## config.mk

```make
export PLATFORM = sky130hd
export DESIGN_NAME = clock_time_set_editor
export DESIGN_NICKNAME = d
export VERILOG_FILES = /design/src/rtl/cts_pkg.sv /design/src/rtl/cts_bcd_conv.sv /design/src/rtl/cts_edit.sv /design/src/rtl/clock_time_set_editor.sv
export VERILOG_INCLUDE_DIRS = /design/src /design/src/rtl
export SDC_FILE = /design/constraint.sdc
export NUM_CORES = 1
export LEC_CHECK = 0
export BUFFER_PORTS_ARGS = -buffer_cell sky130_fd_sc_hd__buf_2
export CAP_MARGIN = 20
export CORE_ASPECT_RATIO = 1.4
export CORE_UTILIZATION = 59
export DETAILED_ROUTE_END_ITERATION = 16
export PLACE_DENSITY = 0.79
export SLEW_MARGIN = 20
export SYNTH_ARGS = -nofsm -noshare
export SYNTH_HDL_FRONTEND = slang
export SYNTH_SLANG_ARGS = --single-unit
```

## constraint.sdc

```tcl
create_clock -name clk -period 6.95 [get_ports clk]
set_input_delay 1.0425 -clock clk [delete_from_list [all_inputs] [get_ports clk]]
set_output_delay 1.0425 -clock clk [all_outputs]
set_load 0.01 [all_outputs]
```

## src/rtl/clock_time_set_editor_assert.svh

```systemverilog
// Assertion macros used by the top level of the clock time setting editor.
`ifndef CLOCK_TIME_SET_EDITOR_ASSERT_SVH
`define CLOCK_TIME_SET_EDITOR_ASSERT_SVH

// Same-cycle implication, sampled on clk and held off while rst_n is low.
`define CTS_ASSERT_IMP(lbl, ant, con) \
  lbl: assert property (@(posedge clk) disable iff (!rst_n) (ant) |-> (con)) \
    else $error("%m: same-cycle check failed");

// Next-cycle implication, sampled on clk and held off while rst_n is low.
`define CTS_ASSERT_NXT(lbl, ant, con) \
  lbl: assert property (@(posedge clk) disable iff (!rst_n) (ant) |=> (con)) \
    else $error("%m: next-cycle check failed");

`endif

```

## src/rtl/cts_pkg.sv

```systemverilog
// Package with the types, codes and helper functions of the clock time setting editor.
`timescale 1ns / 1ps

package cts_pkg;

  localparam logic [3:0] KEY_OK     = 4'd10;
  localparam logic [3:0] KEY_ABORT  = 4'd11;
  localparam logic [3:0] KEY_LEFT   = 4'd12;
  localparam logic [3:0] KEY_RIGHT  = 4'd13;
  localparam logic [3:0] KEY_DIGIT_MAX = 4'd9;

  localparam logic KIND_SNAPSHOT = 1'b0;
  localparam logic KIND_KEY      = 1'b1;

  localparam logic [2:0] FOC_YEAR   = 3'd0;
  localparam logic [2:0] FOC_MONTH  = 3'd1;
  localparam logic [2:0] FOC_DAY    = 3'd2;
  localparam logic [2:0] FOC_HOUR   = 3'd3;
  localparam logic [2:0] FOC_MINUTE = 3'd4;
  localparam logic [2:0] FOC_SECOND = 3'd5;

  localparam int IN_TDATA_W  = 56;
  localparam int OUT_TDATA_W = 48;

  typedef struct packed {
    logic       kind;
    logic [3:0] key_code;
    logic       rtc_ready;
    logic [15:0] year_bcd;
    logic [4:0] month_bcd;
    logic [5:0] day_bcd;
    logic [2:0] weekday_bcd;
    logic [5:0] hour_bcd;
    logic [6:0] minute_bcd;
    logic [6:0] second_bcd;
  } in_item_t;

  typedef struct packed {
    logic [13:0] year;
    logic [3:0]  month;
    logic [4:0]  day;
    logic [2:0]  weekday;
    logic [4:0]  hour;
    logic [5:0]  minute;
    logic [5:0]  second;
  } time_t;

  typedef struct packed {
    time_t tm;
    logic  leap;
  } snap_t;

  typedef struct packed {
    time_t      tm;
    logic       editing;
    logic [2:0] focus;
    logic       commit;
  } res_t;

  // A nibble above nine counts as nine.
  function automatic logic [3:0] bcd_clamp(input logic [3:0] nib);
    return (nib > 4'd9) ? 4'd9 : nib;
  endfunction

  function automatic logic [6:0] bcd_pair(input logic [3:0] hi, input logic [3:0] lo);
    return 7'({3'b000, bcd_clamp(hi)} * 7'd10) + 7'(bcd_clamp(lo));
  endfunction

  function automatic logic [4:0] month_len(input logic leap, input logic [3:0] month);
    logic [4:0] len;
    case (month)
      4'd2:                         len = leap ? 5'd29 : 5'd28;
      4'd4, 4'd6, 4'd9, 4'd11:      len = 5'd30;
      default:                      len = 5'd31;
    endcase
    return len;
  endfunction

endpackage

```

## src/rtl/cts_bcd_conv.sv

```systemverilog
// BCD snapshot converter: binary calendar time, saturated, with the leap-year flag.
`timescale 1ns / 1ps

module cts_bcd_conv (
  input  cts_pkg::in_item_t item,
  output cts_pkg::snap_t    snap
);

  logic [6:0]  year_hi;
  logic [6:0]  year_lo;
  logic [6:0]  month_bin;
  logic [6:0]  day_bin;
  logic [3:0]  wday_bin;
  logic [6:0]  hour_bin;
  logic [6:0]  minute_bin;
  logic [6:0]  second_bin;

  assign year_hi    = cts_pkg::bcd_pair(item.year_bcd[15:12], item.year_bcd[11:8]);
  assign year_lo    = cts_pkg::bcd_pair(item.year_bcd[7:4], item.year_bcd[3:0]);
  assign month_bin  = cts_pkg::bcd_pair({3'b000, item.month_bcd[4]}, item.month_bcd[3:0]);
  assign day_bin    = cts_pkg::bcd_pair({2'b00, item.day_bcd[5:4]}, item.day_bcd[3:0]);
  assign wday_bin   = {1'b0, item.weekday_bcd};
  assign hour_bin   = cts_pkg::bcd_pair({2'b00, item.hour_bcd[5:4]}, item.hour_bcd[3:0]);
  assign minute_bin = cts_pkg::bcd_pair({1'b0, item.minute_bcd[6:4]}, item.minute_bcd[3:0]);
  assign second_bin = cts_pkg::bcd_pair({1'b0, item.second_bcd[6:4]}, item.second_bcd[3:0]);

  always_comb begin
    snap.tm.year    = 14'({7'd0, year_hi} * 14'd100) + 14'(year_lo);
    snap.tm.month   = (month_bin > 7'd12) ? 4'd12 : month_bin[3:0];
    snap.tm.day     = (day_bin > 7'd31) ? 5'd31 : day_bin[4:0];
    snap.tm.weekday = (wday_bin > 4'd6) ? 3'd6 : wday_bin[2:0];
    snap.tm.hour    = (hour_bin > 7'd23) ? 5'd23 : hour_bin[4:0];
    snap.tm.minute  = (minute_bin > 7'd59) ? 6'd59 : minute_bin[5:0];
    snap.tm.second  = (second_bin > 7'd59) ? 6'd59 : second_bin[5:0];
    // Divisible by four, and by four hundred when the low two digits are zero.
    snap.leap       = (year_lo == 7'd0) ? (year_hi[1:0] == 2'b00) : (year_lo[1:0] == 2'b00);
  end

endmodule

```

## src/rtl/cts_edit.sv

```systemverilog
// Editor state: held time, digit entry, focus and edit mode, updated once per transaction.
`timescale 1ns / 1ps

module cts_edit (
  input  logic              clk,
  input  logic              rst_n,
  input  logic              fire,
  input  cts_pkg::in_item_t item,
  input  cts_pkg::snap_t    snap,
  output cts_pkg::res_t     res
);

  cts_pkg::time_t tm_r, tm_nxt;
  logic           leap_r, leap_nxt;
  logic [6:0]     entry_r, entry_nxt;
  logic [2:0]     focus_r, focus_nxt;
  logic           edit_r, edit_nxt;
  logic           commit_nxt;
  logic [9:0]     v_full;
  logic [9:0]     v_sel;
  logic [9:0]     digit;
  logic           restart;

  assign digit  = 10'(item.key_code);
  assign v_full = 10'({entry_r, 3'b000}) + 10'({entry_r, 1'b0}) + digit;

  always_comb begin
    case (focus_r)
      cts_pkg::FOC_YEAR:   restart = (v_full > 10'd99);
      cts_pkg::FOC_MONTH:  restart = (v_full == 10'd0) || (v_full > 10'd12);
      cts_pkg::FOC_DAY:    restart = (v_full > 10'(cts_pkg::month_len(leap_r, tm_r.month)));
      cts_pkg::FOC_HOUR:   restart = (v_full > 10'd23);
      cts_pkg::FOC_MINUTE: restart = (v_full > 10'd59);
      cts_pkg::FOC_SECOND: restart = (v_full > 10'd59);
      default:             restart = 1'b0;
    endcase
  end

  assign v_sel = restart ? digit : v_full;

  always_comb begin
    tm_nxt     = tm_r;
    leap_nxt   = leap_r;
    entry_nxt  = entry_r;
    focus_nxt  = focus_r;
    edit_nxt   = edit_r;
    commit_nxt = 1'b0;
    if (item.kind == cts_pkg::KIND_SNAPSHOT) begin
      if (item.rtc_ready && !edit_r) begin
        tm_nxt   = snap.tm;
        leap_nxt = snap.leap;
      end
    end else if (item.key_code <= cts_pkg::KEY_DIGIT_MAX) begin
      entry_nxt = v_sel[6:0];
      case (focus_r)
        cts_pkg::FOC_YEAR: begin
          tm_nxt.year = 14'(v_sel);
          leap_nxt    = (v_sel[1:0] == 2'b00);
        end
        cts_pkg::FOC_MONTH:  tm_nxt.month  = v_sel[3:0];
        cts_pkg::FOC_DAY:    tm_nxt.day    = v_sel[4:0];
        cts_pkg::FOC_HOUR:   tm_nxt.hour   = v_sel[4:0];
        cts_pkg::FOC_MINUTE: tm_nxt.minute = v_sel[5:0];
        cts_pkg::FOC_SECOND: tm_nxt.second = v_sel[5:0];
        default:             entry_nxt     = entry_r;
      endcase
    end else begin
      case (item.key_code)
        cts_pkg::KEY_OK: begin
          commit_nxt = 1'b1;
          entry_nxt  = 7'd0;
          edit_nxt   = !edit_r;
        end
        cts_pkg::KEY_ABORT: begin
          entry_nxt = 7'd0;
          edit_nxt  = !edit_r;
        end
        cts_pkg::KEY_LEFT: begin
          entry_nxt = 7'd0;
          focus_nxt = (focus_r == cts_pkg::FOC_YEAR || focus_r > cts_pkg::FOC_SECOND) ?
                      cts_pkg::FOC_SECOND : focus_r - 3'd1;
        end
        cts_pkg::KEY_RIGHT: begin
          entry_nxt = 7'd0;
          focus_nxt = (focus_r >= cts_pkg::FOC_SECOND) ? cts_pkg::FOC_YEAR : focus_r + 3'd1;
        end
        default: begin
        end
      endcase
    end
  end

  always_ff @(posedge clk) begin
    if (!rst_n) begin
      tm_r    <= '0;
      leap_r  <= 1'b1;
      entry_r <= 7'd0;
      focus_r <= cts_pkg::FOC_YEAR;
      edit_r  <= 1'b0;
    end else if (fire) begin
      tm_r    <= tm_nxt;
      leap_r  <= leap_nxt;
      entry_r <= entry_nxt;
      focus_r <= focus_nxt;
      edit_r  <= edit_nxt;
    end
  end

  assign res = '{tm: tm_nxt, editing: edit_nxt, focus: focus_nxt, commit: commit_nxt};

endmodule

```

## src/rtl/clock_time_set_editor.sv

```systemverilog
// Top level of the keypad time setting editor with its input and result registers.
`timescale 1ns / 1ps

// Each accepted transaction is either an RTC snapshot (tuser low) or a key event (tuser high)
// and yields exactly one result transaction showing the held time, edit mode, focus and the
// commit flag after the update. One transaction is accepted per clock cycle while the result
// channel can take results; the transaction is held in the input register, where the update
// logic reads it, and its result is then loaded into the result register. Throughput is set
// by the result channel only: while out_tready is held low the input register fills and
// in_tready drops. Snapshots are loaded only when the RTC is ready and the block is not in
// edit mode. No clearing pass.

`include "clock_time_set_editor_assert.svh"

module clock_time_set_editor (
  input  logic                                clk,
  input  logic                                rst_n,
  input  logic                                in_tvalid,
  output logic                                in_tready,
  // key_code[3:0], rtc_ready[4], year_bcd[20:5], month_bcd[25:21], day_bcd[31:26],
  // weekday_bcd[34:32], hour_bcd[40:35], minute_bcd[47:41], second_bcd[54:48], zero[55]
  input  logic [cts_pkg::IN_TDATA_W-1:0]      in_tdata,
  // kind[0]
  input  logic                                in_tuser,
  output logic                                out_tvalid,
  input  logic                                out_tready,
  // year_out[13:0], month_out[17:14], day_out[22:18], weekday_out[25:23], hour_out[30:26],
  // minute_out[36:31], second_out[42:37], editing_out[43], focus_out[46:44], commit[47]
  output logic [cts_pkg::OUT_TDATA_W-1:0]     out_tdata
);

  cts_pkg::in_item_t in_item;
  cts_pkg::in_item_t in_r;
  logic              in_valid_r;
  logic              out_valid_r;
  cts_pkg::res_t     out_r;
  cts_pkg::snap_t    snap;
  cts_pkg::res_t     res;
  logic              out_free;
  logic              fire;
  logic              ok_fire;

  always_comb begin
    in_item.kind        = in_tuser;
    in_item.key_code    = in_tdata[3:0];
    in_item.rtc_ready   = in_tdata[4];
    in_item.year_bcd    = in_tdata[20:5];
    in_item.month_bcd   = in_tdata[25:21];
    in_item.day_bcd     = in_tdata[31:26];
    in_item.weekday_bcd = in_tdata[34:32];
    in_item.hour_bcd    = in_tdata[40:35];
    in_item.minute_bcd  = in_tdata[47:41];
    in_item.second_bcd  = in_tdata[54:48];
  end

  assign out_free  = !out_valid_r || out_tready;
  assign fire      = in_valid_r && out_free;
  assign in_tready = rst_n && (!in_valid_r || out_free);

  cts_bcd_conv u_conv (
    .item (in_r),
    .snap (snap)
  );

  cts_edit u_edit (
    .clk   (clk),
    .rst_n (rst_n),
    .fire  (fire),
    .item  (in_r),
    .snap  (snap),
    .res   (res)
  );

  always_ff @(posedge clk) begin
    if (!rst_n) begin
      in_valid_r  <= 1'b0;
      out_valid_r <= 1'b0;
    end else begin
      if (in_tready) begin
        in_valid_r <= in_tvalid;
      end
      if (out_free) begin
        out_valid_r <= fire;
      end
    end
  end

  always_ff @(posedge clk) begin
    if (in_tvalid && in_tready) begin
      in_r <= in_item;
    end
    if (fire) begin
      out_r <= res;
    end
  end

  assign out_tvalid = out_valid_r;
  assign out_tdata  = {out_r.commit, out_r.focus, out_r.editing, out_r.tm.second,
                       out_r.tm.minute, out_r.tm.hour, out_r.tm.weekday, out_r.tm.day,
                       out_r.tm.month, out_r.tm.year};

  assign ok_fire = fire && in_r.kind == cts_pkg::KIND_KEY && in_r.key_code == cts_pkg::KEY_OK;

  `CTS_ASSERT_IMP(a_focus_range, out_tvalid, out_tdata[46:44] <= 3'd5)
  `CTS_ASSERT_IMP(a_month_range, out_tvalid, out_tdata[17:14] <= 4'd12)
  `CTS_ASSERT_NXT(a_ok_commits, ok_fire, out_tvalid && out_tdata[47])

endmodule

```

Word level (Yosys, flattened, before mapping)
Index checks and enable logic that the tools add are counted.
Storage, ports and cells
  latch bits: 0
  logic and storage cells: 178
  flip-flop bits (word level): 161
  memory bits (read-only): 0
  RAM bits: 0
  memories kept: 0
Cells by class
  divide/modulo/power cells: 0
  $lt $le $gt $ge: 27
  mux-type cells: 53
  shift operators: 0
  $add $sub $neg: 12
  eq/ne operators: 17
  reductions and logical operators: 27
  $mul: 8
  bitwise logic cells: 1
Operators with widths (number)
  two-way mux 4 bit: 15
  two-way mux 23 bit: 2
  two-way mux 43 bit: 1
  adder 7 x 4 -> 7 bit: 6
  > comparator 4 bit (second input constant): 9
  multiplier 4 x 3 -> 6 bit (second input constant): 6
  two-way mux 17 bit: 2
  two-way mux 5 bit: 5
  == test 4 bit (second input constant): 6
  two-way mux 6 bit: 4
  two-way mux 7 bit: 3
  two-way mux 3 bit: 6
  adder 14 x 7 -> 14 bit: 1
  > comparator 7 x 5 -> 1 bit (second input constant): 2
  > comparator 7 x 6 -> 1 bit (second input constant): 2
  two-way mux 14 bit: 1
  multiplier 7 x 5 -> 12 bit (second input constant): 1
  adder 10 x 4 -> 10 bit: 1
  adder 10 x 8 -> 10 bit: 1
  > comparator 10 x 4 -> 1 bit (second input constant): 1
  > comparator 10 x 5 -> 1 bit: 1
  > comparator 10 x 5 -> 1 bit (second input constant): 1
  > comparator 10 x 6 -> 1 bit (second input constant): 1
  > comparator 10 x 7 -> 1 bit (second input constant): 1
  other kinds (35): 66

Longest topological paths before layout
Gate-level depths: netlist of run 1.
  depth after elaboration: 11
  depth in mapped cells: 21
  depth with buffers taken out: 21

Hierarchy
Synthesis of run 1 repeated with hierarchy kept, for this count alone.
Second synthesis, totals
  cell total of the unflattened synthesis: 936
  area, all modules: 9609.2 µm²
By module, submodules not included
  cts_edit: area an instance 4003.8 µm², sequential area each 1101.1 µm², cells each 519, times used 1
  clock_time_set_editor: area an instance 3219.3 µm², sequential area each 3163.0 µm², cells each 114, times used 1
  cts_bcd_conv: area an instance 2386.0 µm², sequential area each 0.0 µm², cells each 303, times used 1

Worst setup path before layout of run 1
OpenSTA, ideal clock, no wires.
  path kind: reg-to-reg
  start point: reg in_r[49] in the netlist's numbering
  end point: reg u_edit.tm_r[42] in the netlist's numbering
  setup slack: 2.096 ns
  stages on the path, launching flop included: 20
  buffers on the path: 0
  arrival: 4.739 ns
  path through: edfxtp_1 -> nor2b_1 -> ha_1 -> ha_1 -> inv_1 -> fa_1 -> nor3b_1 -> xnor2_1 -> inv_1 -> ha_1 -> ha_1 -> ha_1 -> ha_1 -> and3_1 -> a211o_1 -> a311oi_1 -> nor4_1 -> xnor3_1 -> a22o_1 -> o21ba_2
RTL lines
  start, declared: RTL line clock_time_set_editor.sv:33  | cts_pkg::in_item_t in_r;
  start signal, assigned: RTL line clock_time_set_editor.sv:90  | in_r <= in_item;
  end signal, assigned: RTL line cts_edit.sv:101  | tm_r <= tm_nxt;
  end, declared: RTL line cts_edit.sv:13  | cts_pkg::time_t tm_r, tm_nxt;

==> impl_results.md, run 1 <==
* DR WL/cell at between 15 and 20 um
* #FFs+latches synth at 161
* # setup viols final at 0
* Mapped Avg Cell Area at 9.97 um^2
* Clock Sinks at about 160
* Total die area at 0.0168 mm^2
* Post-synth EDFFs at ~100
* Ranking of synthesized cells by area: edfxtp_1, dfxtp_1, ha_1, nand2_1, o21ai_0
* Global route total overflow at 0
* CORE AREA at 0.0157 mm^2
* Kind of critical path: register to register
* I/O Buffers at approximately 110
* Max Freq at 189 MHz
* Leading area contributor after synthesis: edfxtp_1
* Root cell of the clock tree: clkbuf_16
* Final hold slack at 0.455 ns
* Status: finished clean
* HPWL Detailed at 15500 um
* Initial antenna violation count at 0
* Slowest CP cell: edfxtp_1
* Routability Congestion at between 0.9 and 1
* P&R area growth vs syn at 13.0%
* Post-synth ARST share at 0
* Power per cell area at 248 mW/mm^2
* CP delay by family, top: adder cells
* Worst Path Buf+Inv at 2
* Num CTS Buffers at 17
* Initial Util at 0.609
* Maximum VDD drop at ~0.15 mV
* FILL cells at 1219
* Via Count at a little under 8000
* Clock slew at reported path FFs at 0.06 ns
* Vias in the first global route at 7568
* Primary FF master, synth: edfxtp_1
* IO Count at 111
* Die height at 153 um
* Critical-path cell list: nor2b_1 -> ha_1 -> ha_1 -> inv_1 -> fa_1 -> nor3b_1 -> xnor2_1 -> inv_1 -> ha_1 -> ha_1 -> ha_1 -> ha_1 -> and3_1 -> a211o_1 -> a311oi_1 -> nor4_1 -> xnor3_1 -> a22o_1 -> o21ba_2
* Most common cell in the netlist: edfxtp_1
* Antenna Cells at 0
* Fin crit share at 0.763
* Worst Path Arrival at 5.63 ns
* Synth Cell Area at 0.00959 mm^2
* Relative slew slack at 0.415
* Req. time, crit path at 7.28 ns
* Setup crit end kind: register
* Deepest clock path buffer count at 2
* Hold buffers post-CTS at 0
* DR pass1 iterations at 8
* R2R depth at 19
* Tmin final at 5.30 ns
* Antenna Nets Post-Route at 0
* Final-report hold violation count at 0
* Largest net degree at the start of global routing at 58
* Die width at 110 um
* Setup bufs post-CTS at 0
* Seq/Total Area, Yosys at 0.445
* First-pass GRT wire length at between 30000 and 40000 um
* CTS tree: built
* Mapped Cells at 962
* WL final at 22300 um
* Initial detailed-routing violation count at 545
* H-tree depth at 4
* Fin Setup TNS at 0 ns
* Max Slew Vio Count at 0
* Reg2Reg Capture Point: u_edit.tm_r[42]
* Worst R2R Start: in_r[49]
* Synthesized net count at 1121
* Hold Path End: u_edit.tm_r[19]
* Post-synth top cells: edfxtp_1, nand2_1, ha_1, o21ai_0, a21oi_1
* Count of different cell masters after synthesis at 78
* CP max FO at 6
* Final nets at 1216
* Hold Crit Class: register to register
* R2R setup slack at approximately 1.6 ns
* Drt drc at 0
* Worst slew pin tran at ~0.87 ns
* GR Util All Layers at 0.275
* Post-CTS sizing at 0
* Clk Latency, worst-skew pair at roughly 0.44 ns
* Via density per instance at 6.13
* CP dominant cell by count: ha_1
* Hold path startpoint: u_edit.tm_r[19]
* Maximum Capacitance Violations at 0
* Syn. warnings at 0
* RSZ-0062 raised after global routing: no
* Worst setup SP type: register
* Fin Clk Skew at 0.0176 ns
* Pleak at 4.54 nW
* Core Rows at between 50 and 60
* Slowest stage delay, CP at 0.45 ns
* Share of layout cells above drive strength 1 at 0.164
* Hold Crit Depth at 2
* Yosys top cell area share at 0.326
## cells by family after synthesis
logic type / Yosys count / share of synthesized area
fa+ha+maj: 98 / 0.137
simple gates: 301 / 0.150
xor+xnor: 39 / 0.0378
buf+inv: 89 / 0.0369
flops: 161 / 0.445
compound gates: 261 / 0.178
mux: 13 / 0.0154
## layout make-up
type | count | area [um^2] | share of cell area
clock inverters | 15 | 131 | 0.0121
inverters | 45 | 170 | 0.0157
flip-flops and latches | 161 | 4260 | 0.393
clock buffers | 17 | 425 | 0.0393
well taps | 196 | 245 | 0.0226
multi-input cells | 712 | 4980 | 0.459
repair buffers | 120 | 626 | 0.0577
## worst reg2reg max path: cells and delay by family, from the launching register on
kind	cells	cell delay, ns
adder cells (fa/ha/maj)	7	2.18
AO/OA/AOI/OAI	4	1.05
AND/OR/NAND/NOR	4	0.91
flip-flops	1	0.45
XOR/XNOR	2	0.44
buffers and inverters	2	0.16
## per-layer routing
layer / vias to the layer above / wire (um) / track usage / part of all wire
met1: 3652 / 8580 / 0.309 / 0.39
met4: 0 / 825 / 0.150 / 0.037
met5: - / 0 / 0 / 0
met3: 63 / 1260 / 0.0465 / 0.056
li1: 3731 / - / - / -
met2: 317 / 11600 / 0.486 / 0.52
## power breakdown
part | internal [mW] | switching [mW] | total (mW) | leakage, nW
Combinational | 0.288 | 0.400 | 0.688 | 2.83
Clock | 0.494 | 0.397 | 0.892 | 0.269
Sequential | 1.08 | 0.0301 | 1.11 | 1.45
Total | 1.86 | 0.828 | 2.69 | 4.54
## registers in the layout, summed over array words and instances (netlist names)
signal / count
u_edit.focus_r: 3
in_r: 56
u_edit.leap_r: 1
u_edit.edit_r: 1
in_valid_r: 1
out_tvalid: 1
u_edit.tm_r: 43
out_tdata: 48
u_edit.entry_r: 7
## layout by cell type, fill, tap and decap left out, drive strengths merged, types with 12 or more instances in the layout
| cell | netlist | layout |
|---|---|---|
| a21o | 17 | 17 |
| inv | 44 | 47 |
| edfxtp | 104 | 104 |
| xor2 | 13 | 13 |
| nor2b | 28 | 28 |
| clkbuf | 38 | 17 |
| dfxtp | 57 | 57 |
| fa | 12 | 12 |
| a31oi | 17 | 17 |
| nand2b | 13 | 13 |
| nor3 | 26 | 26 |
| nand2 | 97 | 97 |
| nor2 | 56 | 56 |
| ha | 86 | 86 |
| a21oi | 63 | 63 |
| buf | 6 | 120 |
| o21ai | 75 | 75 |
| nand3 | 38 | 38 |
| xnor2 | 25 | 25 |
## worst max-delay path by stage
stage	startpoint	end	slack (ns)	cells past startpoint
6_report	in_r[49]	u_edit.tm_r[42]	1.65	19
5_1_grt	in_r[49]	u_edit.tm_r[42]	1.41	19
4_1_cts	in_r[49]	u_edit.tm_r[42]	1.64	19
3_5_place_dp	in_r[49]	u_edit.tm_r[42]	1.66	19
3_3_place_gp	in_r[49]	u_edit.tm_r[42]	1.75	19
2_1_floorplan	in_r[49]	u_edit.tm_r[42]	2.10	19
## metrics by stage
step | utilization | instances | instance area, um^2 | setup WS [ns] | total power [mW]
final | 0.688 | 1266 | 10800 | 1.65 | 2.69
after floorplan | - | 962 | 9590 | 2.10 | 1.64
after CTS | 0.688 | 1266 | 10800 | 1.64 | 2.69
after detailed placement | 0.653 | 1234 | 10300 | 1.66 | 1.81
after global routing | 0.688 | 1266 | 10800 | 1.41 | 2.82
after global placement | 0.653 | 1233 | 10300 | 1.75 | 1.79
(Power assumes the default switching activity.)
==> inputs of run 2 (changes only) <==
==> constraint.sdc (replaced) <==
create_clock -name clk -period 5.05 [get_ports clk]
set_input_delay 0.7575 -clock clk [delete_from_list [all_inputs] [get_ports clk]]
set_output_delay 0.7575 -clock clk [all_outputs]
set_load 0.01 [all_outputs]
==> impl_results.md, run 2 (synthesized netlist as in run 1, its figures left out) <==
* Worst slew pin tran at about 0.83 ns
* Die height at 153 um
* WL final at 23200 um
* Num CTS Buffers at 17
* Pint at 2.69 mW
* First-pass GRT wire length at 36800 um
* DR pass1 iterations at 5
* Initial Util at 0.609
* CORE AREA at 0.0157 mm^2
* Comb pwr share at 0.272
* Max Slew Vio Count at 0
* Clock slew at reported path FFs at 0.07 ns
* GR Util All Layers at 0.288
* Most common cell after layout, fill and taps aside: buf_2
* Routability Congestion at 0.944
* Area post-placement at 0.0104 mm^2
* Relative slew slack at 0.447
* Hold Crit Class: register to register
* Core Rows at 54
* Setup crit end kind: register
* Drt drc at 0
* Status: finished clean
* Initial detailed-routing violation count at 505
* Deepest clock path buffer count at 2
* H-tree depth at 4
* Final-report hold violation count at 0
* Maximum VDD drop at 0.241 mV
* Via density per instance at 6.15
* Switching share of power at 0.313
* Worst Path Arrival at roughly 5.3 ns
* Clock Sinks at between 150 and 200
* Antenna Cells at 0
* Initial antenna violation count at 0
* Clock power frac at 0.338
* Req. time, crit path at 5.39 ns
* Fin Clk Skew at ~0.010 ns
* Most frequent cells in the layout: buf_2, edfxtp_1, nand2_1
* Root cell of the clock tree: clkbuf_16
* Antenna Nets Post-Route at 0
* Fin crit share at 0.973
* Sw power at 1.23 mW
* Kind of critical path: register to register
* # setup viols final at 0
* Placed cells at between 1000 and 1500
* Tmin final at 4.91 ns
* CTS tree: built
* Maximum Capacitance Violations at 0
* DR WL/cell at 18.1 um
* Final instance area at ~0.011 mm^2
* Most flops, register: in_r
* Vias in the first global route at 7644
* Final nets at 1232
* Largest net degree at the start of global routing at 45
* HPWL Detailed at 16300 um
* FILL cells at 1169
* Biggest regs: in_r x56, out_tdata x48, u_edit.tm_r x43
* I/O Buffers at 109
* Hold buffers post-CTS at 0
* Via Count at 7885
* Clk Latency, worst-skew pair at 0.45 ns
* Die width at 110 um
* Worst setup SP type: register
* Total die area at ~0.017 mm^2
* Share of layout cells above drive strength 1 at 0.192
* Max Freq at 204 MHz
* Share of power burned in registers at 0.390
* CP max FO at 4
* IO Count at 111
* Global route total overflow at 0
* Pleak at roughly 4.7 nW
* P&R area growth vs syn at 15.6%
* Power per cell area at approximately 350 mW/mm^2
* Max FFs per register at 56
* Final std cells w/o fill at 1282
==> run 2: cell types whose count changed in the layout (fill, tap and decap cells not counted), moves of 2 or more <==
cell | previous run | this run
clkinv_2 | 5 | 2
nor2b_2 | 0 | 2
ha_4 | 0 | 3
o21ai_0 | 71 | 69
inv_6 | 3 | 6
buf_4 | 10 | 26
ha_1 | 86 | 82
nor2b_1 | 28 | 26
==> run 2: area by class of cell <==
class                      instances  area (um^2)  share of cell area
clock inverter                    15          170              0.0153
tap                              196          245              0.0221
sequential                       161         4260               0.384
multi-input combinational        712         5060               0.457
inverter                          45          170              0.0153
timing repair buffer             136          752              0.0678
clock buffer                      17          425              0.0384
==> run 2: through the flow <==
stage	hold slack [ns]	util	power [mW]	TNS, ns	worst slack (ns)
global route	0.472	0.704	4.09	-0.145	-0.0865
CTS	0.457	0.697	3.83	0	0.00198
global placement	0.444	0.659	2.48	0	0.112
floorplan	0.437	-	2.26	0	0.196
finish	0.456	0.704	3.91	0	0.136
detailed placement	0.449	0.659	2.52	-0.0414	-0.0414
==> run 2: per-layer routing <==
layer | vias up | share of wire | global-route usage
met5 | - | 0 | 0
met4 | 0 | 0.042 | 0.159
met3 | 77 | 0.062 | 0.0580
met2 | 337 | 0.52 | 0.491
met1 | 3725 | 0.38 | 0.332
li1 | 3746 | - | -
==> run 2: power by group through the flow <==
stage / Combinational [mW] / Clock (mW) / Sequential (mW)
2_1_floorplan: 0.701 / 0 / 1.56
3_3_place_gp: 0.933 / 0 / 1.55
3_5_place_dp: 0.963 / 0 / 1.55
4_1_cts: 0.983 / 1.33 / 1.52
5_1_grt: 1.18 / 1.38 / 1.53
6_report: 1.07 / 1.32 / 1.53
==> run 2: worst paths after layout <==
path	from	end	slack [ns]	cells past startpoint
worst max-delay path	in_r[49]	u_edit.tm_r[42]	0.14	20
worst min-delay path	u_edit.tm_r[19]	u_edit.tm_r[19]	0.46	2
worst max register to register	in_r[49]	u_edit.tm_r[42]	0.14	20
worst min register to register	u_edit.tm_r[19]	u_edit.tm_r[19]	0.46	2
==> run 2: timing repair <==
action / 4_1_cts / 5_1_grt
setup endpoints to repair: 2 / 4
pin swaps: 0 / 8
resized for setup: 2 / 17
setup buffers: 0 / 4
==> run 2: worst max-delay path: stages, from the launching register on <==
cell and delay [ns]:
edfxtp_1 0.46, buf_6 0.16, ha_1 0.29, ha_1 0.20, inv_1 0.07, fa_1 0.46
nor3b_2 0.28, xnor2_2 0.17, inv_1 0.10, ha_1 0.28, ha_1 0.31, ha_4 0.18
ha_4 0.28, inv_2 0.05, and3_1 0.17, a211o_1 0.27, a311oi_2 0.33, nor4_2 0.10
xnor3_1 0.21, a22o_1 0.24, o21ba_2 0.19
==> inputs of run 3 (changes only) <==
--- a/config.mk
+++ b/config.mk
@@ -12,6 +12,7 @@
 export CORE_UTILIZATION = 59
 export DETAILED_ROUTE_END_ITERATION = 16
 export PLACE_DENSITY = 0.79
+export REMOVE_ABC_BUFFERS = 1
 export SLEW_MARGIN = 20
 export SYNTH_ARGS = -nofsm -noshare
 export SYNTH_HDL_FRONTEND = slang
==> impl_results.md, run 3 (synthesized netlist as in run 1, its figures left out) <==
* Most common cell after layout, fill and taps aside: buf_2
* # setup viols final at 0
* Area of the multi-input gates at 0.00506 mm^2
* GR Util All Layers at 0.292
* Final nets at 1235
* Most flops, register: in_r
* Global route total overflow at 0
* CP max FO at 6
* Seq. cell area at 0.00426 mm^2
* Hold Crit Class: register to register
* Clock slew at reported path FFs at about 0.07 ns
* CP dominant cell by count: ha_1
* Worst slew pin tran at 1.02 ns
* Worst setup SP type: register
* Req. time, crit path at 5.38 ns
* Area post-placement at 0.0104 mm^2
* Final std cells w/o fill at 1285
* CTS tree: built
* Worst Path Arrival at 5.12 ns
* Slowest stage delay, CP at roughly 0.45 ns
* Via density per instance at 6.19
* Final Power at 3.82 mW
* Maximum VDD drop at 0.314 mV
* Fin crit share at 0.948
* Pleak at 4.65 nW
* DR WL/cell at roughly 18 um
* Max Freq at 209 MHz
* Fin Clk Skew at approximately 0.008 ns
* Root cell of the clock tree: clkbuf_16
* IO Count at around 110
* Placed cells at 1249
* Largest net degree at the start of global routing at 51
* Routability Congestion at 0.890
* HPWL Detailed at 16400 um
* Initial Util at 0.609
* Kind of critical path: register to register
* First-pass GRT wire length at 37300 um
* Power per cell area at 345 mW/mm^2
* Switching share of power at 0.311
* P&R area growth vs syn at 15.6%
* Critical-path cell list: o21ai_1 -> nand2b_1 -> buf_4 -> ha_1 -> fa_1 -> a21oi_1 -> nor2b_1 -> xnor2_1 -> buf_4 -> ha_1 -> ha_1 -> ha_1 -> ha_1 -> o21ai_0 -> o211ai_1 -> nor4_2 -> xnor3_1 -> a22o_1 -> o21ba_2
* Num CTS Buffers at 17
* Max FFs per register at 56
* DR pass1 iterations at 6
* Clock Sinks at 161
* Drt drc at 0
* Vias in the first global route at around 7900
* Tmin final at 4.79 ns
* Share of power burned in registers at 0.399
* Relative slew slack at 0.321
* Initial antenna violation count at 0
* Slowest CP cell: edfxtp_1
* Die width at 110 um
* FILL cells at 1189
* Deepest clock path buffer count at 2
* Die height at approximately 150 um
* Antenna Cells at 0
* Sw power at 1.19 mW
* Antenna Nets Post-Route at 0
* Via Count at 7948
* I/O Buffers at 109
* Biggest regs: in_r x56, out_tdata x48, u_edit.tm_r x43
* Comb pwr share at 0.272
* Status: finished clean
* Final-report hold violation count at 0
* Most frequent cells in the layout: buf_2, edfxtp_1, nand2_1
* Pint at 2.63 mW
* Fin Setup TNS at 0 ns
* WL final at 23400 um
* Setup crit end kind: register
* CORE AREA at 0.0157 mm^2
* RSZ-0062 raised after global routing: no
* Final instance area at 0.0111 mm^2
* H-tree depth at 4
* Clk Latency, worst-skew pair at 0.43 ns
* Initial detailed-routing violation count at 604
* Max Slew Vio Count at 0
* Clock power frac at 0.329
* Total die area at about 0.017 mm^2
* Maximum Capacitance Violations at 0
* Share of layout cells above drive strength 1 at 0.192
* Core Rows at 54
## run 3: cell types whose count changed in the layout (fill, tap and decap cells not counted), sizes merged
cell,before,now
inv,52,48
bufinv,2,1
buf,136,139
clkinvlp,2,5
clkbuf,17,19
## run 3: final cells by class
cell class	instances	share of cell area
clock buffer	19	0.0399
clock inverter	13	0.0115
inverter	45	0.0153
multi-input combinational	712	0.456
sequential	161	0.385
tap	196	0.0221
timing repair buffer	139	0.0706
## run 3: through the flow
step / hold WS (ns) / utilization / setup WS [ns]
after floorplan: 0.437 / - / 0.187
after global placement: 0.442 / 0.661 / 0.105
after detailed placement: 0.455 / 0.661 / 0.0102
after CTS: 0.465 / 0.698 / 0.0407
after global routing: 0.481 / 0.704 / 0.00284
final: 0.470 / 0.704 / 0.261
## run 3: layer usage
layer | vias to the layer above | track usage | share of wire | routed length [um]
li1 | 3751 | - | - | -
met1 | 3776 | 0.314 | 0.37 | 8580
met2 | 339 | 0.525 | 0.54 | 12500
met3 | 82 | 0.0503 | 0.053 | 1250
met4 | 0 | 0.168 | 0.043 | 1010
met5 | - | 0 | 0 | 0
## run 3: critical path, delay by kind of cell (launching register included)
family | cells | cell delay (ns)
compound gates | 6 | 1.20
xor+xnor | 2 | 0.37
fa+ha+maj | 6 | 1.91
buf+inv | 2 | 0.30
flops | 1 | 0.45
simple gates | 3 | 0.44
## run 3: path summary, 6_finish.rpt
kind,start,end,slack (ns),depth (start not counted)
setup reg to reg,in_r[49],u_edit.tm_r[42],0.26,19
setup / recovery,in_r[49],u_edit.tm_r[42],0.26,19
hold reg to reg,u_edit.tm_r[0],u_edit.tm_r[0],0.47,2
hold / removal,u_edit.tm_r[0],u_edit.tm_r[0],0.47,2
## run 3: power groups by stage
stage	logic [mW]	registers, mW	clock network (mW)
floorplan	0.684	1.56	0
global placement	0.952	1.55	0
detailed placement	0.976	1.55	0
CTS	0.994	1.53	1.27
global route	1.16	1.53	1.32
finish	1.04	1.53	1.26
## run 3: what timing repair did
item,4_1_cts,5_1_grt
gates resized for setup,1,16
buffers inserted,0,4
setup endpoints to repair,1,5
hold buffers,0,0
pin swaps,0,6
